<file path="config.mk">
export PLATFORM = sky130hd
export DESIGN_NAME = masked_pixel_to_rgba_converter_core_flat
export DESIGN_NICKNAME = d
export VERILOG_FILES = /design/src/rtl/mprc_pkg.sv /design/src/rtl/mprc_in_if.sv /design/src/rtl/mprc_out_if.sv /design/src/rtl/mprc_chan_place.sv /design/src/rtl/masked_pixel_to_rgba_converter_core.sv /design/src/flat_wrapper.sv
export SDC_FILE = /design/constraint.sdc
export NUM_CORES = 1
export LEC_CHECK = 0
export BUFFER_PORTS_ARGS = -buffer_cell sky130_fd_sc_hd__buf_2
export CORE_UTILIZATION = 51
export CTS_CLUSTER_SIZE = 24
export DETAILED_ROUTE_END_ITERATION = 8
export PLACE_DENSITY_LB_ADDON = 0.05
export SYNTH_ARGS = -nofsm -noshare
export SYNTH_HDL_FRONTEND = slang
export SYNTH_SLANG_ARGS = --single-unit
</file>
<file path="constraint.sdc">
create_clock -name clk -period 9.7 [get_ports clk]
set_clock_uncertainty 0.05 [all_clocks]
set_input_delay 1.94 -clock clk [delete_from_list [all_inputs] [get_ports clk]]
set_output_delay 1.94 -clock clk [all_outputs]
set_load 0.03 [all_outputs]
</file>
<file path="src/rtl/mprc_pkg.sv">
// Shared types, constants and helper functions of the masked pixel converter.
package mprc_pkg;

	localparam int unsigned MAX_DIM = 4096;
	localparam int unsigned DIM_W = 13;
	localparam int unsigned CNT_W = 12;
	localparam int unsigned IDX_W = 24;
	localparam int unsigned PIX_W = 32;
	localparam int unsigned CHAN_W = 8;
	localparam int unsigned NUM_CHAN = 4;
	localparam int unsigned SHAMT_W = 5;
	localparam int unsigned CFG_IDX_W = 3;

	localparam int unsigned CH_RED = 0;
	localparam int unsigned CH_GREEN = 1;
	localparam int unsigned CH_BLUE = 2;
	localparam int unsigned CH_ALPHA = 3;

	typedef enum logic [CFG_IDX_W-1:0] {
		REG_RED_MASK = 3'd0,
		REG_GREEN_MASK = 3'd1,
		REG_BLUE_MASK = 3'd2,
		REG_ALPHA_MASK = 3'd3,
		REG_IMAGE_WIDTH = 3'd4,
		REG_IMAGE_HEIGHT = 3'd5,
		REG_FLIP_VERTICAL = 3'd6,
		REG_FLIP_HORIZONTAL = 3'd7
	} reg_idx_t;

	// How a channel's masked bits move to put the mask's top bit on bit 7.
	typedef struct packed {
		logic shift_right;
		logic [SHAMT_W-1:0] amount;
	} chan_shift_t;

	function automatic chan_shift_t calc_shift(input logic [PIX_W-1:0] mask);
		logic [SHAMT_W-1:0] top;
		chan_shift_t sh;
		top = '0;
		for (int i = 0; i < PIX_W; i++) begin
			if (mask[i]) begin
				top = SHAMT_W'(i);
			end
		end
		if (top >= SHAMT_W'(CHAN_W - 1)) begin
			sh.shift_right = 1'b1;
			sh.amount = top - SHAMT_W'(CHAN_W - 1);
		end else begin
			sh.shift_right = 1'b0;
			sh.amount = SHAMT_W'(CHAN_W - 1) - top;
		end
		return sh;
	endfunction

	// Zero acts as one, anything above the maximum acts as the maximum.
	function automatic logic [DIM_W-1:0] eff_dim(input logic [DIM_W-1:0] d);
		logic [DIM_W-1:0] r;
		if (d == '0) begin
			r = DIM_W'(1);
		end else if (d > DIM_W'(MAX_DIM)) begin
			r = DIM_W'(MAX_DIM);
		end else begin
			r = d;
		end
		return r;
	endfunction

endpackage

</file>
<file path="src/rtl/mprc_in_if.sv">
// Input channel interface: one source pixel per transfer.
interface mprc_in_if;
	logic valid;
	logic ready;
	logic [31:0] source_pixel;

	modport source(output valid, output source_pixel, input ready);
	modport sink(input valid, input source_pixel, output ready);
endinterface

</file>
<file path="src/rtl/mprc_out_if.sv">
// Output channel interface: one converted pixel with its destination index per transfer.
interface mprc_out_if;
	logic valid;
	logic ready;
	logic [31:0] rgba_word;
	logic [23:0] dest_index;
	logic last_pixel;

	modport source(output valid, output rgba_word, output dest_index, output last_pixel,
		input ready);
	modport sink(input valid, input rgba_word, input dest_index, input last_pixel,
		output ready);
endinterface

</file>
<file path="src/rtl/mprc_chan_place.sv">
// Extracts one channel's masked bits and aligns them into an 8-bit channel value.
module mprc_chan_place (
	input logic [mprc_pkg::PIX_W-1:0] pixel,
	input logic [mprc_pkg::PIX_W-1:0] mask,
	input mprc_pkg::chan_shift_t shift,
	output logic [mprc_pkg::CHAN_W-1:0] value
);
	import mprc_pkg::*;

	logic [PIX_W-1:0] masked;
	logic [PIX_W-1:0] moved;

	assign masked = pixel & mask;

	always_comb begin
		if (shift.shift_right) begin
			moved = masked >> shift.amount;
		end else begin
			moved = masked << shift.amount;
		end
	end

	assign value = moved[CHAN_W-1:0];

endmodule

</file>
<file path="src/rtl/masked_pixel_to_rgba_converter_core.sv">
// Top level of the masked pixel to RGBA8888 converter.
// This block converts one source pixel per clock into an RGBA8888 word (red in bits 7:0,
// green 15:8, blue 23:16, alpha 31:24) and tags it with its destination pixel index and a
// last-pixel flag. Each channel takes the source bits under its mask and moves them so that
// the mask's highest bit lands on bit 7 of the channel byte; a zero mask gives 0, and a zero
// alpha mask gives an opaque 0xFF. The shift for each channel is worked out when its mask is
// written, so the pixel path is only an AND and one barrel shift. Column and row counters
// follow the image in source order and yield row times width plus column, with optional
// horizontal and vertical flips; width and height of 0 act as 1 and values above 4096 act
// as 4096. While the sink is ready, the block sustains one transfer per clock on both sides:
// a pixel is taken into an input register, and its result moves on into the output register
// when that register is free or its result is being taken. While a result waits for the
// sink, the input register can still take one more pixel; after that the input is held off
// until the sink takes the result, since the sink's ready passes straight through to the
// input's ready. The one multiplier (destination row times width) sits between those two
// registers.
// Configuration registers are written through a simple write port and should be changed
// only while no pixel is in flight; the counters keep their position across such writes.
module masked_pixel_to_rgba_converter_core (
	input logic clk,
	input logic arst_n,
	mprc_in_if.sink pixel,
	mprc_out_if.source result,
	input logic cfg_we,
	input logic [mprc_pkg::CFG_IDX_W-1:0] cfg_index,
	input logic [mprc_pkg::PIX_W-1:0] cfg_data
);
	import mprc_pkg::*;

	// Configuration registers, with each mask's shift kept next to it.
	logic [PIX_W-1:0] mask_q [NUM_CHAN];
	chan_shift_t shift_q [NUM_CHAN];
	logic [DIM_W-1:0] width_q;
	logic [DIM_W-1:0] height_q;
	logic flip_v_q;
	logic flip_h_q;

	// Position of the next pixel to be taken.
	logic [CNT_W-1:0] col_q;
	logic [CNT_W-1:0] row_q;

	// Input register stage.
	logic valid_s1;
	logic [PIX_W-1:0] pix_s1;
	logic [IDX_W-1:0] drow_s1;
	logic [IDX_W-1:0] dcol_s1;
	logic last_s1;

	// Output register stage.
	logic valid_s2;
	logic [PIX_W-1:0] rgba_s2;
	logic [IDX_W-1:0] idx_s2;
	logic last_s2;

	logic accept;
	logic s1_ready;
	logic s2_ready;
	logic [DIM_W-1:0] col_next;
	logic [DIM_W-1:0] row_next;
	logic row_end;
	logic img_end;
	logic [IDX_W-1:0] drow;
	logic [IDX_W-1:0] dcol;
	logic [CHAN_W-1:0] chan_val [NUM_CHAN];
	logic [PIX_W-1:0] rgba;
	logic [IDX_W+DIM_W-1:0] row_base;
	logic [IDX_W-1:0] idx;

	// Configuration writes. Each register keeps only the bits of its own width.
	always_ff @(posedge clk or negedge arst_n) begin
		if (!arst_n) begin
			mask_q[CH_RED] <= 32'h0000_00FF;
			mask_q[CH_GREEN] <= 32'h0000_FF00;
			mask_q[CH_BLUE] <= 32'h00FF_0000;
			mask_q[CH_ALPHA] <= 32'hFF00_0000;
			shift_q[CH_RED] <= calc_shift(32'h0000_00FF);
			shift_q[CH_GREEN] <= calc_shift(32'h0000_FF00);
			shift_q[CH_BLUE] <= calc_shift(32'h00FF_0000);
			shift_q[CH_ALPHA] <= calc_shift(32'hFF00_0000);
			width_q <= DIM_W'(1);
			height_q <= DIM_W'(1);
			flip_v_q <= 1'b0;
			flip_h_q <= 1'b0;
		end else if (cfg_we) begin
			case (reg_idx_t'(cfg_index))
				REG_RED_MASK: begin
					mask_q[CH_RED] <= cfg_data;
					shift_q[CH_RED] <= calc_shift(cfg_data);
				end
				REG_GREEN_MASK: begin
					mask_q[CH_GREEN] <= cfg_data;
					shift_q[CH_GREEN] <= calc_shift(cfg_data);
				end
				REG_BLUE_MASK: begin
					mask_q[CH_BLUE] <= cfg_data;
					shift_q[CH_BLUE] <= calc_shift(cfg_data);
				end
				REG_ALPHA_MASK: begin
					mask_q[CH_ALPHA] <= cfg_data;
					shift_q[CH_ALPHA] <= calc_shift(cfg_data);
				end
				REG_IMAGE_WIDTH: begin
					width_q <= eff_dim(cfg_data[DIM_W-1:0]);
				end
				REG_IMAGE_HEIGHT: begin
					height_q <= eff_dim(cfg_data[DIM_W-1:0]);
				end
				REG_FLIP_VERTICAL: begin
					flip_v_q <= cfg_data[0];
				end
				REG_FLIP_HORIZONTAL: begin
					flip_h_q <= cfg_data[0];
				end
				default: begin
				end
			endcase
		end
	end

	// Flow control: each stage moves when the stage after it is free or draining.
	assign s2_ready = !valid_s2 || result.ready;
	assign s1_ready = !valid_s1 || s2_ready;
	assign pixel.ready = s1_ready;
	assign accept = pixel.valid && s1_ready;

	// A counter at or beyond the bound counts as the last of its row or column.
	assign col_next = {1'b0, col_q} + DIM_W'(1);
	assign row_next = {1'b0, row_q} + DIM_W'(1);
	assign row_end = col_next >= width_q;
	assign img_end = row_end && (row_next >= height_q);

	// Flipped positions wrap modulo the index width when a counter is past the bound.
	always_comb begin
		if (flip_v_q) begin
			drow = IDX_W'(height_q) - IDX_W'(1) - IDX_W'(row_q);
		end else begin
			drow = IDX_W'(row_q);
		end
		if (flip_h_q) begin
			dcol = IDX_W'(width_q) - IDX_W'(1) - IDX_W'(col_q);
		end else begin
			dcol = IDX_W'(col_q);
		end
	end

	always_ff @(posedge clk or negedge arst_n) begin
		if (!arst_n) begin
			col_q <= '0;
			row_q <= '0;
		end else if (accept) begin
			if (row_end) begin
				col_q <= '0;
				row_q <= img_end ? '0 : row_next[CNT_W-1:0];
			end else begin
				col_q <= col_next[CNT_W-1:0];
			end
		end
	end

	always_ff @(posedge clk or negedge arst_n) begin
		if (!arst_n) begin
			valid_s1 <= 1'b0;
		end else if (s1_ready) begin
			valid_s1 <= pixel.valid;
		end
	end

	always_ff @(posedge clk) begin
		if (accept) begin
			pix_s1 <= pixel.source_pixel;
			drow_s1 <= drow;
			dcol_s1 <= dcol;
			last_s1 <= img_end;
		end
	end

	// Channel placement, one unit per channel.
	for (genvar c = 0; c < NUM_CHAN; c++) begin : g_chan
		mprc_chan_place u_place (
			.pixel(pix_s1),
			.mask(mask_q[c]),
			.shift(shift_q[c]),
			.value(chan_val[c])
		);
	end

	// An empty alpha mask means a fully opaque pixel.
	always_comb begin
		rgba[CHAN_W*CH_RED +: CHAN_W] = chan_val[CH_RED];
		rgba[CHAN_W*CH_GREEN +: CHAN_W] = chan_val[CH_GREEN];
		rgba[CHAN_W*CH_BLUE +: CHAN_W] = chan_val[CH_BLUE];
		if (mask_q[CH_ALPHA] == '0) begin
			rgba[CHAN_W*CH_ALPHA +: CHAN_W] = '1;
		end else begin
			rgba[CHAN_W*CH_ALPHA +: CHAN_W] = chan_val[CH_ALPHA];
		end
	end

	assign row_base = (IDX_W+DIM_W)'(drow_s1) * (IDX_W+DIM_W)'(width_q);
	assign idx = row_base[IDX_W-1:0] + dcol_s1;

	always_ff @(posedge clk or negedge arst_n) begin
		if (!arst_n) begin
			valid_s2 <= 1'b0;
		end else if (s2_ready) begin
			valid_s2 <= valid_s1;
		end
	end

	always_ff @(posedge clk) begin
		if (s2_ready && valid_s1) begin
			rgba_s2 <= rgba;
			idx_s2 <= idx;
			last_s2 <= last_s1;
		end
	end

	assign result.valid = valid_s2;
	assign result.rgba_word = rgba_s2;
	assign result.dest_index = idx_s2;
	assign result.last_pixel = last_s2;

endmodule

</file>
<file path="src/flat_wrapper.sv">
// flat-port wrapper written by rule: the top's interface ports become plain ports
module masked_pixel_to_rgba_converter_core_flat import mprc_pkg::*;
  (clk, arst_n, cfg_we, cfg_index, cfg_data, pixel_valid, pixel_source_pixel, pixel_ready, result_valid, result_rgba_word, result_dest_index, result_last_pixel, result_ready);
  mprc_in_if pixel_i ();
  mprc_out_if result_i ();
  input logic clk;
  input logic arst_n;
  input logic cfg_we;
  input logic [mprc_pkg::CFG_IDX_W-1:0] cfg_index;
  input logic [mprc_pkg::PIX_W-1:0] cfg_data;
  input wire logic [$bits(pixel_i.valid)-1:0] pixel_valid;
  input wire logic [$bits(pixel_i.source_pixel)-1:0] pixel_source_pixel;
  output wire logic [$bits(pixel_i.ready)-1:0] pixel_ready;
  output wire logic [$bits(result_i.valid)-1:0] result_valid;
  output wire logic [$bits(result_i.rgba_word)-1:0] result_rgba_word;
  output wire logic [$bits(result_i.dest_index)-1:0] result_dest_index;
  output wire logic [$bits(result_i.last_pixel)-1:0] result_last_pixel;
  input wire logic [$bits(result_i.ready)-1:0] result_ready;
  assign pixel_i.valid = pixel_valid;
  assign pixel_i.source_pixel = pixel_source_pixel;
  assign pixel_ready = pixel_i.ready;
  assign result_valid = result_i.valid;
  assign result_rgba_word = result_i.rgba_word;
  assign result_dest_index = result_i.dest_index;
  assign result_last_pixel = result_i.last_pixel;
  assign result_i.ready = result_ready;
  masked_pixel_to_rgba_converter_core u_core (.clk(clk), .arst_n(arst_n), .pixel(pixel_i), .result(result_i), .cfg_we(cfg_we), .cfg_index(cfg_index), .cfg_data(cfg_data));
endmodule
</file>
Yosys cells after proc, flatten, opt, wreduce, memory -nomap -nowiden
Cells that the tools add are included.
{"block": "op_classes", "n_bitwise": 4, "shift": 8, "n_mul": 1, "n_lt_le_gt_ge": 7, "n_addsub": 15, "reduce_logical": 19, "n_eq_ne": 7, "muxes": 53}
{"operator": "2-to-1 mux 5 bit", "count": 34}
{"operator": "AND 32 bit", "count": 4}
{"operator": "left shift 32 x 5 -> 8 bit", "count": 4}
{"operator": ">> shifter 32 x 5 -> 8 bit", "count": 4}
{"operator": "2-to-1 mux 12 bit", "count": 4}
{"operator": "subtractor 24 x 12 -> 24 bit", "count": 2}
{"operator": "logical NOT 32 bit", "count": 1}
{"operator": "2-to-1 mux 8 bit", "count": 4}
{"operator": "subtractor 13 x 1 -> 14 bit, second input constant", "count": 2}
{"operator": "adder 12 x 1 -> 13 bit, second input constant", "count": 2}
{"operator": "greater-or-equal comparator 13 bit", "count": 2}
{"operator": "2-to-1 mux 13 bit", "count": 2}
{"operator": "adder 24 bit", "count": 1}
{"operator": "multiplier 24 x 13 -> 24 bit", "count": 1}
{"operator": "2-to-1 mux 6 bit", "count": 4}
{"operator": "greater-or-equal comparator 5 x 3 -> 1 bit, second input constant", "count": 4}
{"operator": "subtractor 3 x 5 -> 5 bit, first input constant", "count": 4}
{"operator": "subtractor 5 x 3 -> 5 bit, second input constant", "count": 4}
{"operator": "AND reduction 2 bit", "count": 9}
{"operator": "greater-than comparator 13 bit, second input constant", "count": 1}
{"operator": "logical NOT 13 bit", "count": 1}
{"operator": "== test 3 bit, second input constant", "count": 4}
{"operator": "== test 3 x 2 -> 1 bit, second input constant", "count": 2}
{"operator": "2-to-1 mux 3 bit", "count": 2}
{"operator": "other kinds (7)", "count": 12}
{"block": "word_totals", "wordCells": 144, "in_bits": 72, "ff_bits": 344, "output_inout_bits": 59}

Logic depth before layout (Yosys ltp)
Gate-level depths: netlist (run 1).
{"block": "logic_depth", "word_depth": 35, "ltp_mapped": 23, "depth_no_buf": 21}

Modules after synthesis
Synthesis (run 1) repeated with hierarchy kept, for this count alone.
{"block": "hier_totals", "cells_unflattened": 3103, "hier_area_um2": 29240.5}
{"module": "masked_pixel_to_rgba_converter_core", "area_each_um2": 21598.2, "seq_area_each_um2": 8811.0, "instances": 1, "cells_each": 2131}
{"module": "mprc_chan_place", "area_each_um2": 1910.6, "seq_area_each_um2": 0.0, "instances": 4, "cells_each": 243}

Least setup slack after synthesis (run 1)
Ideal clock, no wire load.
{"block": "synth_timing", "path_type": "register to register", "start": "register u_core.width_q[2]", "end": "register u_core.idx_s2[23] (netlist: u_core.result.dest_index[23]), data pin", "path_slack_ns": 3.574, "arrival_time_ns": 5.816, "stages_incl_launch_ff": 24, "setup_ns": 0.260, "path_buffers": 2, "required_time_ns": 9.390, "period_less_slack_ns": 6.126, "cell_sequence": "dfrtp_1 > buf_2 > clkbuf_1 > and2_1 > fa_1 > fa_1 > inv_1 > fa_1 > inv_1 > fa_1 > inv_1 > fa_1 > inv_1 > fa_1 > ha_1 > a21oi_1 > a21boi_0 > a311o_1 > o31a_1 > a41o_1 > nor3_1 > o21bai_1 > a21oi_1 > xnor2_1"}
{"block": "synth_via", "elab_chain_len": 2}
{"element": "from (decl)", "line_no": "masked_pixel_to_rgba_converter_core.sv:33", "text": "logic [DIM_W-1:0] width_q;"}
{"element": "from (signal assigned)", "line_no": "masked_pixel_to_rgba_converter_core.sv:103", "text": "width_q <= eff_dim(cfg_data[DIM_W-1:0]);"}
{"element": "multiplier 24 x 13 -> 24 bit", "line_no": "masked_pixel_to_rgba_converter_core.sv:199", "text": "assign row_base = (IDX_W+DIM_W)'(drow_s1) * (IDX_W+DIM_W)'(width_q);"}
{"element": "adder 24 bit", "line_no": "masked_pixel_to_rgba_converter_core.sv:200", "text": "assign idx = row_base[IDX_W-1:0] + dcol_s1;"}
{"element": "via u_core.idx[23]", "line_no": "masked_pixel_to_rgba_converter_core.sv:67", "text": "logic [IDX_W-1:0] idx;"}
{"element": "to (signal assigned)", "line_no": "masked_pixel_to_rgba_converter_core.sv:213", "text": "idx_s2 <= idx;"}
{"element": "to (decl)", "line_no": "masked_pixel_to_rgba_converter_core.sv:52", "text": "logic [IDX_W-1:0] idx_s2;"}
The timed path passes the listed nets, and every way through them passes these cells.
A chain may end at the register's enable or synchronous reset.

Worst setup path after layout (run 1)
{"block": "layout_timing", "start": "register u_core.width_q[2]", "end": "register u_core.idx_s2[22] (netlist: u_core.result.dest_index[22]), data pin"}
Same word-level chain as after synthesis.

==> results of run 1 <==
[layout make-up]
type	count	area [um2]	area share (%)
multi-input cells	2183	17800	57.1
flip-flops and latches	344	9360	30.0
clock buffers	54	1120	3.58
inverters	263	987	3.17
well taps	748	936	3.00
repair buffers	142	749	2.41
clock inverters	22	226	0.727
diodes	1	2.50	0.00803
[sequential cells by signal, indices dropped and copies added, names as in the netlist, 12 cells and up]
signal / flops
u_core.col_q: 12
u_core.dcol_s1: 24
u_core.drow_s1: 24
u_core.height_q: 13
u_core.mask_q: 128
u_core.pix_s1: 32
u_core.result.dest_index: 24
u_core.result.rgba_word: 32
u_core.row_q: 12
u_core.shift_q: 24
u_core.width_q: 13
[layer usage]
| layer | GRT usage [%] | vias up | part of all wire, % |
|---|---|---|---|
| met5 | 0 | - | 0.070 |
| met4 | 12.9 | 8 | 4.6 |
| met3 | 3.30 | 160 | 3.7 |
| met2 | 52.6 | 520 | 51 |
| met1 | 35.1 | 10929 | 40 |
| li1 | - | 10258 | - |
[critical path: stages (launching register included)]
cell and delay, ns:
sky130_fd_sc_hd__dfrtp_1 0.85, sky130_fd_sc_hd__and2_1 0.25, sky130_fd_sc_hd__fa_1 0.44, sky130_fd_sc_hd__fa_1 0.49, sky130_fd_sc_hd__inv_1 0.05, sky130_fd_sc_hd__fa_1 0.49, sky130_fd_sc_hd__inv_1 0.06, sky130_fd_sc_hd__fa_1 0.52
sky130_fd_sc_hd__inv_1 0.05, sky130_fd_sc_hd__fa_1 0.47, sky130_fd_sc_hd__inv_1 0.05, sky130_fd_sc_hd__fa_1 0.43, sky130_fd_sc_hd__ha_1 0.36, sky130_fd_sc_hd__nand2_1 0.08, sky130_fd_sc_hd__or3_1 0.36, sky130_fd_sc_hd__a31oi_1 0.34
sky130_fd_sc_hd__a221oi_1 0.20, sky130_fd_sc_hd__a2111oi_0 0.63, sky130_fd_sc_hd__or2_1 0.22, sky130_fd_sc_hd__a31oi_1 0.11, sky130_fd_sc_hd__xnor2_1 0.13
[logic make-up after synthesis]
| kind of cell | after synthesis | share of synthesized area, % |
|---|---|---|
| AO/OA/AOI/OAI | 527 | 10.9 |
| XOR/XNOR | 104 | 3.18 |
| adder cells (fa/ha/maj) | 296 | 17.8 |
| buffers and inverters | 462 | 6.11 |
| flip-flops | 344 | 32.4 |
| multiplexers | 327 | 13.7 |
| AND/OR/NAND/NOR | 929 | 16.0 |
[cell usage after synthesis (18+ instances only)]
cell type and count:
sky130_fd_sc_hd__edfxtp_1 138, sky130_fd_sc_hd__ha_1 106, sky130_fd_sc_hd__xor2_1 19, sky130_fd_sc_hd__a21oi_1 64, sky130_fd_sc_hd__o22ai_1 22, sky130_fd_sc_hd__nand2b_1 25
sky130_fd_sc_hd__nor2_1 99, sky130_fd_sc_hd__inv_1 250, sky130_fd_sc_hd__mux2i_1 145, sky130_fd_sc_hd__o21ai_1 52, sky130_fd_sc_hd__nor3_1 30, sky130_fd_sc_hd__mux4_2 40
sky130_fd_sc_hd__dfstp_2 42, sky130_fd_sc_hd__xnor2_1 84, sky130_fd_sc_hd__and2_1 225, sky130_fd_sc_hd__nand3_1 165, sky130_fd_sc_hd__o21ai_0 228, sky130_fd_sc_hd__dfrtp_1 164
sky130_fd_sc_hd__mux2_2 141, sky130_fd_sc_hd__fa_1 190, sky130_fd_sc_hd__clkbuf_1 177, sky130_fd_sc_hd__nand2_1 298, sky130_fd_sc_hd__a21o_1 18, sky130_fd_sc_hd__o21a_1 18
sky130_fd_sc_hd__nor4_1 20
[worst min-delay path by stage]
stage                                         from                                 end  slack (ns)  cells past startpoint
after CTS                 u_core.last_s1$_DFFE_PP_  u_core.result.last_pixel$_DFFE_PP_        0.37                      0
after global routing      u_core.last_s1$_DFFE_PP_  u_core.result.last_pixel$_DFFE_PP_        0.39                      0
after global placement    u_core.last_s1$_DFFE_PP_  u_core.result.last_pixel$_DFFE_PP_        0.35                      0
final                     u_core.last_s1$_DFFE_PP_  u_core.result.last_pixel$_DFFE_PP_        0.37                      0
after detailed placement  u_core.last_s1$_DFFE_PP_  u_core.result.last_pixel$_DFFE_PP_        0.36                      0
after floorplan           u_core.last_s1$_DFFE_PP_  u_core.result.last_pixel$_DFFE_PP_        0.35                      0
[power groups by stage]
stage	clock network [mW]	registers [mW]	logic, mW
after global routing	1.64	2.72	6.71
after floorplan	0	2.48	4.63
after detailed placement	0	2.67	5.94
final	1.55	2.65	5.99
after CTS	1.58	2.65	5.99
after global placement	0	2.66	5.81
[per-stage QoR]
step,std cells,power [mW]
finish,3757,10.2
global route,3756,11.1
CTS,3756,10.2
detailed placement,3680,8.61
global placement,3680,8.47
floorplan,2989,7.11
==> insert_results.sql, run 1 <==
INSERT INTO impl_metrics (metric_group, metric, value, unit) VALUES
('synth', 'syn_area', '28900', 'um2'),
('worst_setup_path', 'cp-startpoint', 'u_core.width_q[2]$_DFFE_PN0P_', ''),
('cells_and_area', 'layout_common_cells', 'sky130_fd_sc_hd__nand2_1, sky130_fd_sc_hd__inv_1, sky130_fd_sc_hd__o21ai_0', ''),
('power', 'power_density', '327', 'nW/um2'),
('worst_setup_path', 'worst_ep_required_time', '9.98', 'ns'),
('clock_tree', 'cts_buffers', '41', ''),
('synth', 'synth_edf_count', '138', ''),
('global_route', 'grt_remaining_overflow', '0', ''),
('clock_tree', 'cts_resized', '0', ''),
('clock_tree', 'root_driver', 'sky130_fd_sc_hd__clkbuf_16', ''),
('synth', 'post-synth-top-area-fraction', '14.3', '%'),
('sta', 'max_freq', '0.145', 'GHz'),
('sta', 'setup_tns', '0', 'ns'),
('detailed_routing', 'route.final.wire_length', '81900', 'um'),
('floorplan', 'die_h', '240', 'um'),
('sta', 'hold_slack', '0.372', 'ns'),
('power', 'psw', '4.54', 'mW'),
('detailed_routing', 'drt_iter0_drc', '1367', ''),
('global_route', 'grt_start_max_net_pins', '82', ''),
('power', 'sequentialPowerShare', '26.0', '%'),
('clock_tree', 'cts_sinks', '344', ''),
('sta', 'finalCriticalPeriod', '6.89', 'ns'),
('sta', 'post-route-period-util', '71.0', '%'),
('detailed_routing', 'num_vias', '21875', ''),
('detailed_routing', 'drtAntennaViolNets', '0', ''),
('clock_tree', 'clock_slew_at_the_register_clock_pins_of_the_worst_setup_and_hold_paths', '0.06', 'ns'),
('placement', 'place.detailed.hpwl', '62000', 'um'),
('placement', 'buffer_ports.inserted', '130', ''),
('sta', 'grt_setup_unrepaired', 'false', ''),
('status', 'run_status', 'finished, final reports clean', ''),
('cells_and_area', 'finalInstanceArea', '31200', 'um2'),
('floorplan', 'row_count', '86', ''),
('cells_and_area', 'filler_cell_count', '5004', ''),
('detailed_routing', 'wire_length_per_cell', '21.8', 'um'),
('clock_tree', 'insertion_delay', '0.58', 'ns'),
('power', 'pwr-share-comb', '58.8', '%'),
('clock_tree', 'htree_num_levels', '2', ''),
('worst_setup_path', 'setup.worst_path.end_class', 'flip-flop', ''),
('worst_setup_path', 'critical_path.max_fanout', '26', ''),
('synth', 'yosysWarnings', '0', ''),
('worst_setup_path', 'crit-reg2reg-launch', 'u_core.width_q[2]$_DFFE_PN0P_', ''),
('min_path', 'hold_path.class', 'flip-flop to flip-flop', ''),
('clock_tree', 'ctsLongestPathBuffers', '3', ''),
('synth', 'synth_flop_cell', 'sky130_fd_sc_hd__dfrtp_1', ''),
('global_route', 'grt.total_usage', '29.3', '%'),
('clock_tree', 'holdBufCountCts', '0', ''),
('placement', 'placedInstanceArea', '29800', 'um2'),
('global_route', 'first_global_vias', '22180', ''),
('power', 'vdd.ir_drop.worst', '0.440', 'mV'),
('sta', 'report.final.setup_viol', '0', ''),
('worst_setup_path', 'r2r_cells', '20', ''),
('sta', 'worst_slew_pin_slew', '1.19', 'ns'),
('floorplan', 'core-area', '55500', 'um2'),
('cells_and_area', 'leading_cell_type_in_the_layout_fill_and_taps_excluded', 'sky130_fd_sc_hd__nand2_1', ''),
('cells_and_area', 'final_core_utilization', '56.1', '%'),
('sta', 'final.setup.worst_slack', '2.81', 'ns'),
('power', 'cellInternalPower', '5.65', 'mW'),
('detailed_routing', 'firstDrtPassIters', '5', ''),
('sta', 'hold_viol_final', '0', ''),
('cells_and_area', 'area.growth.synth_to_final', '7.87', '%'),
('cells_and_area', 'num-nets-final', '3343', ''),
('global_route', 'global_route_wire_length_before_repair', '128000', 'um'),
('synth', 'avgSynthCellArea', '9.66', 'um2'),
('power', 'switching_power_as_a_share_of_total_power', '44.6', '%'),
('floorplan', 'io_pins', '131', ''),
('worst_setup_path', 'timing.setup.critical_path_class', 'flip-flop to flip-flop', ''),
('floorplan', 'initial_util', '52.0', '%'),
('detailed_routing', 'vias_per_cell', '5.82', ''),
('worst_setup_path', 'r2r_end', 'u_core.result.dest_index[22]$_DFFE_PP_', ''),
('worst_setup_path', 'endpoint', 'u_core.result.dest_index[22]$_DFFE_PP_', ''),
('cells_and_area', 'layout-drive-gt1-share', '15.2', '%');
(Power assumes the default switching activity.)
==> inputs of run 2 (changes only) <==
==> constraint.sdc (replaced) <==
create_clock -name clk -period 6.6 [get_ports clk]
set_clock_uncertainty 0.05 [all_clocks]
set_input_delay 1.32 -clock clk [delete_from_list [all_inputs] [get_ports clk]]
set_output_delay 1.32 -clock clk [all_outputs]
set_load 0.03 [all_outputs]
==> run 2 against run 1 <==
  * Design area is 0.90% higher
  * Via count is 1.0% higher
  * Critical path depth is 1 lower
  * Utilization is 0.50 points higher
  * Worst hold slack worse by 0.017 ns
  * Cell count is 0.93% higher
  * Global-route usage is 0.091 points higher
  * Register-to-register slack worse by 2.6 ns
  * Sequential power is 42% higher
  * Die area stayed put
  * Sequential share of layout area is 0.27 points lower
==> insert_results.sql, run 2 (synthesis gave the netlist of run 1 again) <==
INSERT INTO impl_metrics (metric_group, metric, value, unit) VALUES
('clock_tree', 'holdBufCountCts', '0', ''),
('detailed_routing', 'drtAntennaViolNets', '0', ''),
('clock_tree', 'cts_sinks', '344', ''),
('power', 'total_leakage_power', '13.1', 'nW'),
('worst_setup_path', 'worst_ep_required_time', '6.86', 'ns'),
('power', 'vdd.ir_drop.worst', '0.691', 'mV'),
('floorplan', 'core-area', '55500', 'um2'),
('cells_and_area', 'final_core_utilization', '56.6', '%'),
('floorplan', 'die_h', '240', 'um'),
('cells_and_area', 'num-nets-final', '3379', ''),
('sta', 'slew_violations', '0', ''),
('floorplan', 'io_pins', '131', ''),
('clock_tree', 'insertion_delay', '0.60', 'ns'),
('cells_and_area', 'area.growth.synth_to_final', '8.84', '%'),
('status', 'run_status', 'finished, final reports clean', ''),
('worst_setup_path', 'timing.setup.critical_path_class', 'flip-flop to flip-flop', ''),
('sta', 'hold_slack', '0.355', 'ns'),
('global_route', 'antenna_found_initial', '5', ''),
('global_route', 'grt_remaining_overflow', '0', ''),
('sta', 'finalCriticalPeriod', '6.34', 'ns'),
('run', 'timing.max_cap.violations', '0', ''),
('placement', 'dp_cells', '3713', ''),
('global_route', 'grt_start_max_net_pins', '114', ''),
('global_route', 'global_route_wire_length_before_repair', '128000', 'um'),
('detailed_routing', 'wire_length_per_cell', '21.9', 'um'),
('clock_tree', 'ctsLongestPathBuffers', '3', ''),
('cells_and_area', 'registers.top_by_ff_count', 'u_core.mask_q', ''),
('detailed_routing', 'route.final.wire_length', '83000', 'um'),
('cells_and_area', 'layout_common_cells', 'sky130_fd_sc_hd__nand2_1, sky130_fd_sc_hd__inv_1, sky130_fd_sc_hd__o21ai_0', ''),
('min_path', 'hold_path.class', 'flip-flop to flip-flop', ''),
('detailed_routing', 'num_vias', '22094', ''),
('floorplan', 'die-area', '57600', 'um2'),
('floorplan', 'die_w', '240', 'um'),
('worst_setup_path', 'timing.critical_path.from_type', 'flip-flop', ''),
('floorplan', 'initial_util', '52.0', '%'),
('detailed_routing', 'firstDrtPassIters', '6', ''),
('placement', 'buffer_ports.inserted', '130', ''),
('power', 'power_density', '482', 'nW/um2'),
('cells_and_area', 'number_of_diodes', '0', ''),
('placement', 'place.detailed.hpwl', '63700', 'um'),
('cells_and_area', 'leading_cell_type_in_the_layout_fill_and_taps_excluded', 'sky130_fd_sc_hd__nand2_1', ''),
('clock_tree', 'root_driver', 'sky130_fd_sc_hd__clkbuf_16', ''),
('detailed_routing', 'vias_per_cell', '5.83', ''),
('worst_setup_path', 'setup.worst_path.end_class', 'flip-flop', ''),
('sta', 'report.final.setup_viol', '0', ''),
('detailed_routing', 'post-route-drc-count', '0', ''),
('sta', 'worst_slew_pin_slew', '1.14', 'ns'),
('global_route', 'grt.total_usage', '29.4', '%'),
('clock_tree', 'htree_num_levels', '2', ''),
('clock_tree', 'cts_tree', 'built', ''),
('sta', 'grt_setup_unrepaired', 'false', ''),
('power', 'total_power', '15.1', 'mW'),
('worst_setup_path', 'worstPathArrival', '6.60', 'ns'),
('cells_and_area', 'largest_reg_flops', '128', ''),
('detailed_routing', 'drt_iter0_drc', '1292', ''),
('sta', 'hold_viol_final', '0', ''),
('sta', 'max_freq', '0.158', 'GHz'),
('sta', 'maxSlewHeadroom', '24.3', '%'),
('cells_and_area', 'layoutNonFillerInstCount', '3792', ''),
('floorplan', 'row_count', '86', ''),
('cells_and_area', 'layout-drive-gt1-share', '16.2', '%'),
('clock_tree', 'cts_buffers', '41', ''),
('worst_setup_path', 'critical_path.max_fanout', '6', ''),
('sta', 'post-route-period-util', '96.1', '%'),
('placement', 'routabilityCongestion', '0.922', ''),
('clock_tree', 'clock_slew_at_the_register_clock_pins_of_the_worst_setup_and_hold_paths', '0.06', 'ns'),
('sta', 'setup_tns', '0', 'ns'),
('global_route', 'first_global_vias', '22035', '');
==> run 2: cell types whose count changed in the layout (fill, tap and decap cells not counted), moves of 2 or more <==
cell                         change
sky130_fd_sc_hd__clkbuf_1        +2
sky130_fd_sc_hd__inv_6           -2
sky130_fd_sc_hd__clkinvlp_4      -2
sky130_fd_sc_hd__buf_4          +35
==> run 2: where the power goes <==
part           switching, mW  internal, mW
Clock                  0.950          1.32
Combinational           5.19          3.93
Sequential             0.614          3.14
==> run 2: layer usage <==
metal / vias up / global-route usage (%) / share of wire, %
met4: 8 / 11.8 / 4.1
li1: 10356 / - / -
met5: - / 0 / 0.058
met1: 10992 / 35.8 / 40
met2: 586 / 52.8 / 51
met3: 152 / 3.13 / 4.0
==> run 2: per-stage QoR <==
| stage | cell area (um2) | worst slack [ns] |
|---|---|---|
| after floorplan | 28900 | 0.474 |
| after global placement | 30100 | 0.202 |
| after detailed placement | 30100 | 0.0683 |
| after CTS | 31400 | 0.0770 |
| after global routing | 31400 | 0.0287 |
| final | 31400 | 0.259 |
==> run 2: path summary, 6_finish.rpt <==
path	slack, ns	from	cells after the start	to
worst min register to register	0.35	u_core.last_s1$_DFFE_PP_	0	u_core.result.last_pixel$_DFFE_PP_
max in group asynchronous	4.62	arst_n	2	u_core.mask_q[64]$_DFFE_PN0P_
worst max-delay path	0.26	u_core.drow_s1[7]$_DFFE_PP_	19	u_core.result.dest_index[23]$_DFFE_PP_
worst min-delay path	0.35	u_core.last_s1$_DFFE_PP_	0	u_core.result.last_pixel$_DFFE_PP_
worst max register to register	0.26	u_core.drow_s1[7]$_DFFE_PP_	19	u_core.result.dest_index[23]$_DFFE_PP_
min in group asynchronous	0.77	arst_n	1	u_core.mask_q[16]$_DFFE_PN0P_
==> run 2: layout make-up <==
class / count / area [um2]
clock inverter: 20 / 208
clock buffer: 56 / 1120
timing repair buffer: 178 / 1030
sequential: 344 / 9360
multi-input combinational: 2183 / 17800
fill: 5060 / 24100
inverter: 263 / 987
tap: 748 / 936
==> run 2: critical path: stages, from the launching register on <==
cell and delay, ns:
sky130_fd_sc_hd__edfxtp_1 0.48, sky130_fd_sc_hd__and2_1 0.22, sky130_fd_sc_hd__fa_1 0.49, sky130_fd_sc_hd__fa_1 0.49, sky130_fd_sc_hd__inv_1 0.08, sky130_fd_sc_hd__fa_1 0.50
sky130_fd_sc_hd__inv_1 0.05, sky130_fd_sc_hd__fa_1 0.54, sky130_fd_sc_hd__fa_1 0.44, sky130_fd_sc_hd__fa_1 0.47, sky130_fd_sc_hd__ha_1 0.35, sky130_fd_sc_hd__a211oi_1 0.24
sky130_fd_sc_hd__o21ai_1 0.14, sky130_fd_sc_hd__a311o_1 0.39, sky130_fd_sc_hd__o31a_1 0.35, sky130_fd_sc_hd__a41o_1 0.29, sky130_fd_sc_hd__nor3_2 0.15, sky130_fd_sc_hd__o21bai_1 0.10
sky130_fd_sc_hd__a21oi_1 0.17, sky130_fd_sc_hd__xnor2_1 0.08
==> run 2: what timing repair did <==
item | in CTS | in global routing
buffers inserted | 0 | 3
hold endpoints to repair | 0 | 0
resized for setup | 0 | 2
setup endpoints to repair | 0 | 2
==> inputs of run 3 (changes only) <==
--- a/config.mk
+++ b/config.mk
@@ -5,10 +5,10 @@
 export SDC_FILE = /design/constraint.sdc
 export NUM_CORES = 1
 export LEC_CHECK = 0
-export BUFFER_PORTS_ARGS = -buffer_cell sky130_fd_sc_hd__buf_2
 export CORE_UTILIZATION = 51
 export CTS_CLUSTER_SIZE = 24
 export DETAILED_ROUTE_END_ITERATION = 8
+export DONT_BUFFER_PORTS = 1
 export PLACE_DENSITY_LB_ADDON = 0.05
 export SYNTH_ARGS = -nofsm -noshare
 export SYNTH_HDL_FRONTEND = slang
==> run 3 against run 2 <==
  * Maximum frequency fell by 0.42%
  * Combinational power is 4.5% lower
  * Die area is the same
  * Clock power is 2% higher
  * Largest power group unchanged
  * Routed wire length down 2.3%
  * Highest routed layer unchanged
==> insert_results.sql, run 3 (synthesis gave the netlist of run 1 again) <==
INSERT INTO impl_metrics (metric_group, metric, value, unit) VALUES
('floorplan', 'io_pins', '131', ''),
('worst_setup_path', 'crit-reg2reg-launch', 'u_core.width_q[1]$_DFFE_PN0P_', ''),
('min_path', 'worstHoldPathCells', '0', ''),
('cells_and_area', 'area.growth.synth_to_final', '6.55', '%'),
('detailed_routing', 'drt_iter0_drc', '1583', ''),
('placement', 'buffer_ports.inserted', '0', ''),
('placement', 'routabilityCongestion', '0.931', ''),
('worst_setup_path', 'worst_ep_required_time', '6.87', 'ns'),
('worst_setup_path', 'r2r_cells', '21', ''),
('clock_tree', 'cts_tree', 'built', ''),
('worst_setup_path', 'setup.worst_path.end_class', 'flip-flop', ''),
('status', 'run_status', 'finished, final reports clean', ''),
('floorplan', 'die-area', '57600', 'um2'),
('floorplan', 'initial_util', '52.0', '%'),
('min_path', 'hold_path.class', 'flip-flop to flip-flop', ''),
('floorplan', 'die_w', '240', 'um'),
('worst_setup_path', 'r2r_end', 'u_core.result.dest_index[22]$_DFFE_PP_', ''),
('worst_setup_path', 'worstPathArrival', '6.64', 'ns'),
('clock_tree', 'cts_buffers', '41', ''),
('global_route', 'grt_start_max_net_pins', '207', ''),
('sta', 'final.setup.worst_slack', '0.232', 'ns'),
('worst_setup_path', 'critical_path.max_stage_delay', '0.54', 'ns'),
('cells_and_area', 'layout-drive-gt1-share', '12.6', '%'),
('cells_and_area', 'registers.top_by_ff_count', 'u_core.mask_q', ''),
('sta', 'max_freq', '0.157', 'GHz'),
('cells_and_area', 'largest_reg_flops', '128', ''),
('sta', 'finalCriticalPeriod', '6.37', 'ns'),
('sta', 'slew_violations', '0', ''),
('detailed_routing', 'firstDrtPassIters', '5', ''),
('cells_and_area', 'number_of_diodes', '0', ''),
('worst_setup_path', 'worst_path_dominant_cell_family', 'adder cells', ''),
('detailed_routing', 'num_vias', '21273', ''),
('detailed_routing', 'route.final.wire_length', '81100', 'um'),
('worst_setup_path', 'timing.setup.critical_path_class', 'flip-flop to flip-flop', ''),
('placement', 'dpl_worst_slack', '0.0840', 'ns'),
('sta', 'post-route-period-util', '96.5', '%'),
('cells_and_area', 'final_core_utilization', '55.4', '%'),
('worst_setup_path', 'timing.critical_path.cells', 'buf_4, and2_1, fa_1, fa_1, inv_1, fa_1, inv_1, fa_1, inv_1, fa_1, inv_1, fa_1, ha_2, or4_1, nor3b_2, a31oi_1, a221oi_2, a2111oi_1, or2_1, a31oi_2, xnor2_1', ''),
('worst_setup_path', 'timing.critical_path.mode_cell', 'sky130_fd_sc_hd__fa_1', ''),
('worst_setup_path', 'critical_path.max_fanout', '13', ''),
('cells_and_area', 'num-nets-final', '3243', ''),
('floorplan', 'die_h', '240', 'um'),
('power', 'vdd.ir_drop.worst', '0.735', 'mV'),
('cells_and_area', 'layout_common_cells', 'sky130_fd_sc_hd__nand2_1, sky130_fd_sc_hd__inv_1, sky130_fd_sc_hd__o21ai_0', ''),
('clock_tree', 'cts_sinks', '344', ''),
('cells_and_area', 'leading_cell_type_in_the_layout_fill_and_taps_excluded', 'sky130_fd_sc_hd__nand2_1', ''),
('floorplan', 'core-area', '55500', 'um2'),
('clock_tree', 'root_driver', 'sky130_fd_sc_hd__clkbuf_16', ''),
('power', 'power_density', '490', 'nW/um2'),
('global_route', 'grt_remaining_overflow', '0', ''),
('power', 'total_leakage_power', '12.6', 'nW'),
('worst_setup_path', 'r2r_setup_slack', '0.23', 'ns'),
('worst_setup_path', 'timing.critical_path.from_type', 'flip-flop', ''),
('global_route', 'first_global_vias', '21470', ''),
('cells_and_area', 'layoutNonFillerInstCount', '3656', ''),
('clock_tree', 'clock_slew_at_the_register_clock_pins_of_the_worst_setup_and_hold_paths', '0.07', 'ns'),
('min_path', 'hold_end', 'u_core.result.last_pixel$_DFFE_PP_', ''),
('sta', 'hold_viol_final', '0', ''),
('floorplan', 'row_count', '86', ''),
('detailed_routing', 'post-route-drc-count', '0', ''),
('clock_tree', 'ctsLongestPathBuffers', '3', ''),
('clock_tree', 'insertion_delay', '0.59', 'ns'),
('min_path', 'worstHoldStart', 'u_core.last_s1$_DFFE_PP_', ''),
('global_route', 'global_route_wire_length_before_repair', '126000', 'um'),
('run', 'timing.max_cap.violations', '0', ''),
('worst_setup_path', 'worstPathBufferInverterCount', '5', ''),
('detailed_routing', 'vias_per_cell', '5.82', ''),
('detailed_routing', 'wire_length_per_cell', '22.2', 'um'),
('placement', 'dp_cells', '3578', ''),
('worst_setup_path', 'critPathSlowestCell', 'sky130_fd_sc_hd__or4_1', ''),
('global_route', 'antenna_found_initial', '3', ''),
('detailed_routing', 'drtAntennaViolNets', '0', ''),
('sta', 'worst_slew_pin_slew', '1.09', 'ns'),
('sta', 'maxSlewHeadroom', '25.1', '%'),
('sta', 'report.final.setup_viol', '0', ''),
('global_route', 'grt.total_usage', '28.8', '%'),
('placement', 'place.detailed.hpwl', '62300', 'um'),
('clock_tree', 'htree_num_levels', '2', '');
## run 3: changes by cell type in the layout (fill, tap and decap cells not counted), moves of 2 or more
| cell | previous run | this run |
|---|---|---|
| sky130_fd_sc_hd__buf_2 | 129 | 0 |
| sky130_fd_sc_hd__buf_4 | 47 | 42 |
| sky130_fd_sc_hd__clkinv_1 | 6 | 2 |
| sky130_fd_sc_hd__clkbuf_8 | 3 | 6 |
| sky130_fd_sc_hd__clkbuf_1 | 12 | 10 |
| sky130_fd_sc_hd__clkinv_2 | 5 | 7 |
## run 3: power by group
| part | internal [mW] | switching (mW) |
|---|---|---|
| clock | 1.35 | 0.968 |
| sequential | 3.15 | 0.891 |
| combinational | 3.88 | 4.83 |
## run 3: routing by layer
| metal | wire (um) | up-vias | GRT usage [%] |
|---|---|---|---|
| met5 | 33 | - | 0 |
| met4 | 2920 | 4 | 10.0 |
| met3 | 3790 | 136 | 4.06 |
| met2 | 41600 | 583 | 51.9 |
| met1 | 32800 | 10507 | 35.1 |
| li1 | - | 10043 | - |
## run 3: what timing repair did
item                       in CTS  in global routing
setup endpoints to repair       0                  3
buffers inserted                0                  2
gates resized for setup         0                  8
hold buffers                    0                  0
## run 3: cell type report
type	count	area, um2
clock buffers	59	1200
clock inverters	17	168
fillers	5044	24700
inverters	263	987
multi-input cells	2183	17800
flip-flops and latches	344	9360
well taps	748	936
repair buffers	42	315
## run 3: how the worst max path moves through the flow
stage | start | to | slack [ns] | cells past startpoint
floorplan | u_core.width_q[2]$_DFFE_PN0P_ | u_core.result.dest_index[23]$_DFFE_PP_ | 0.47 | 23
global placement | u_core.width_q[1]$_DFFE_PN0P_ | u_core.result.dest_index[22]$_DFFE_PP_ | 0.17 | 21
detailed placement | u_core.drow_s1[7]$_DFFE_PP_ | u_core.result.dest_index[22]$_DFFE_PP_ | 0.08 | 21
CTS | u_core.width_q[1]$_DFFE_PN0P_ | u_core.result.dest_index[22]$_DFFE_PP_ | 0.09 | 21
global route | u_core.drow_s1[7]$_DFFE_PP_ | u_core.result.dest_index[22]$_DFFE_PP_ | -0.02 | 21
finish | u_core.width_q[1]$_DFFE_PN0P_ | u_core.result.dest_index[22]$_DFFE_PP_ | 0.23 | 21
## run 3: stage by stage
stage               area, um2  power [mW]  hold WS (ns)  TNS (ns)
CTS                     30700        15.0         0.369         0
detailed placement      29400        12.6         0.360         0
finish                  30800        15.1         0.372         0
global placement        29400        12.3         0.359         0
global route            30800        16.4         0.379   -0.0232
floorplan               28900        10.4         0.350         0
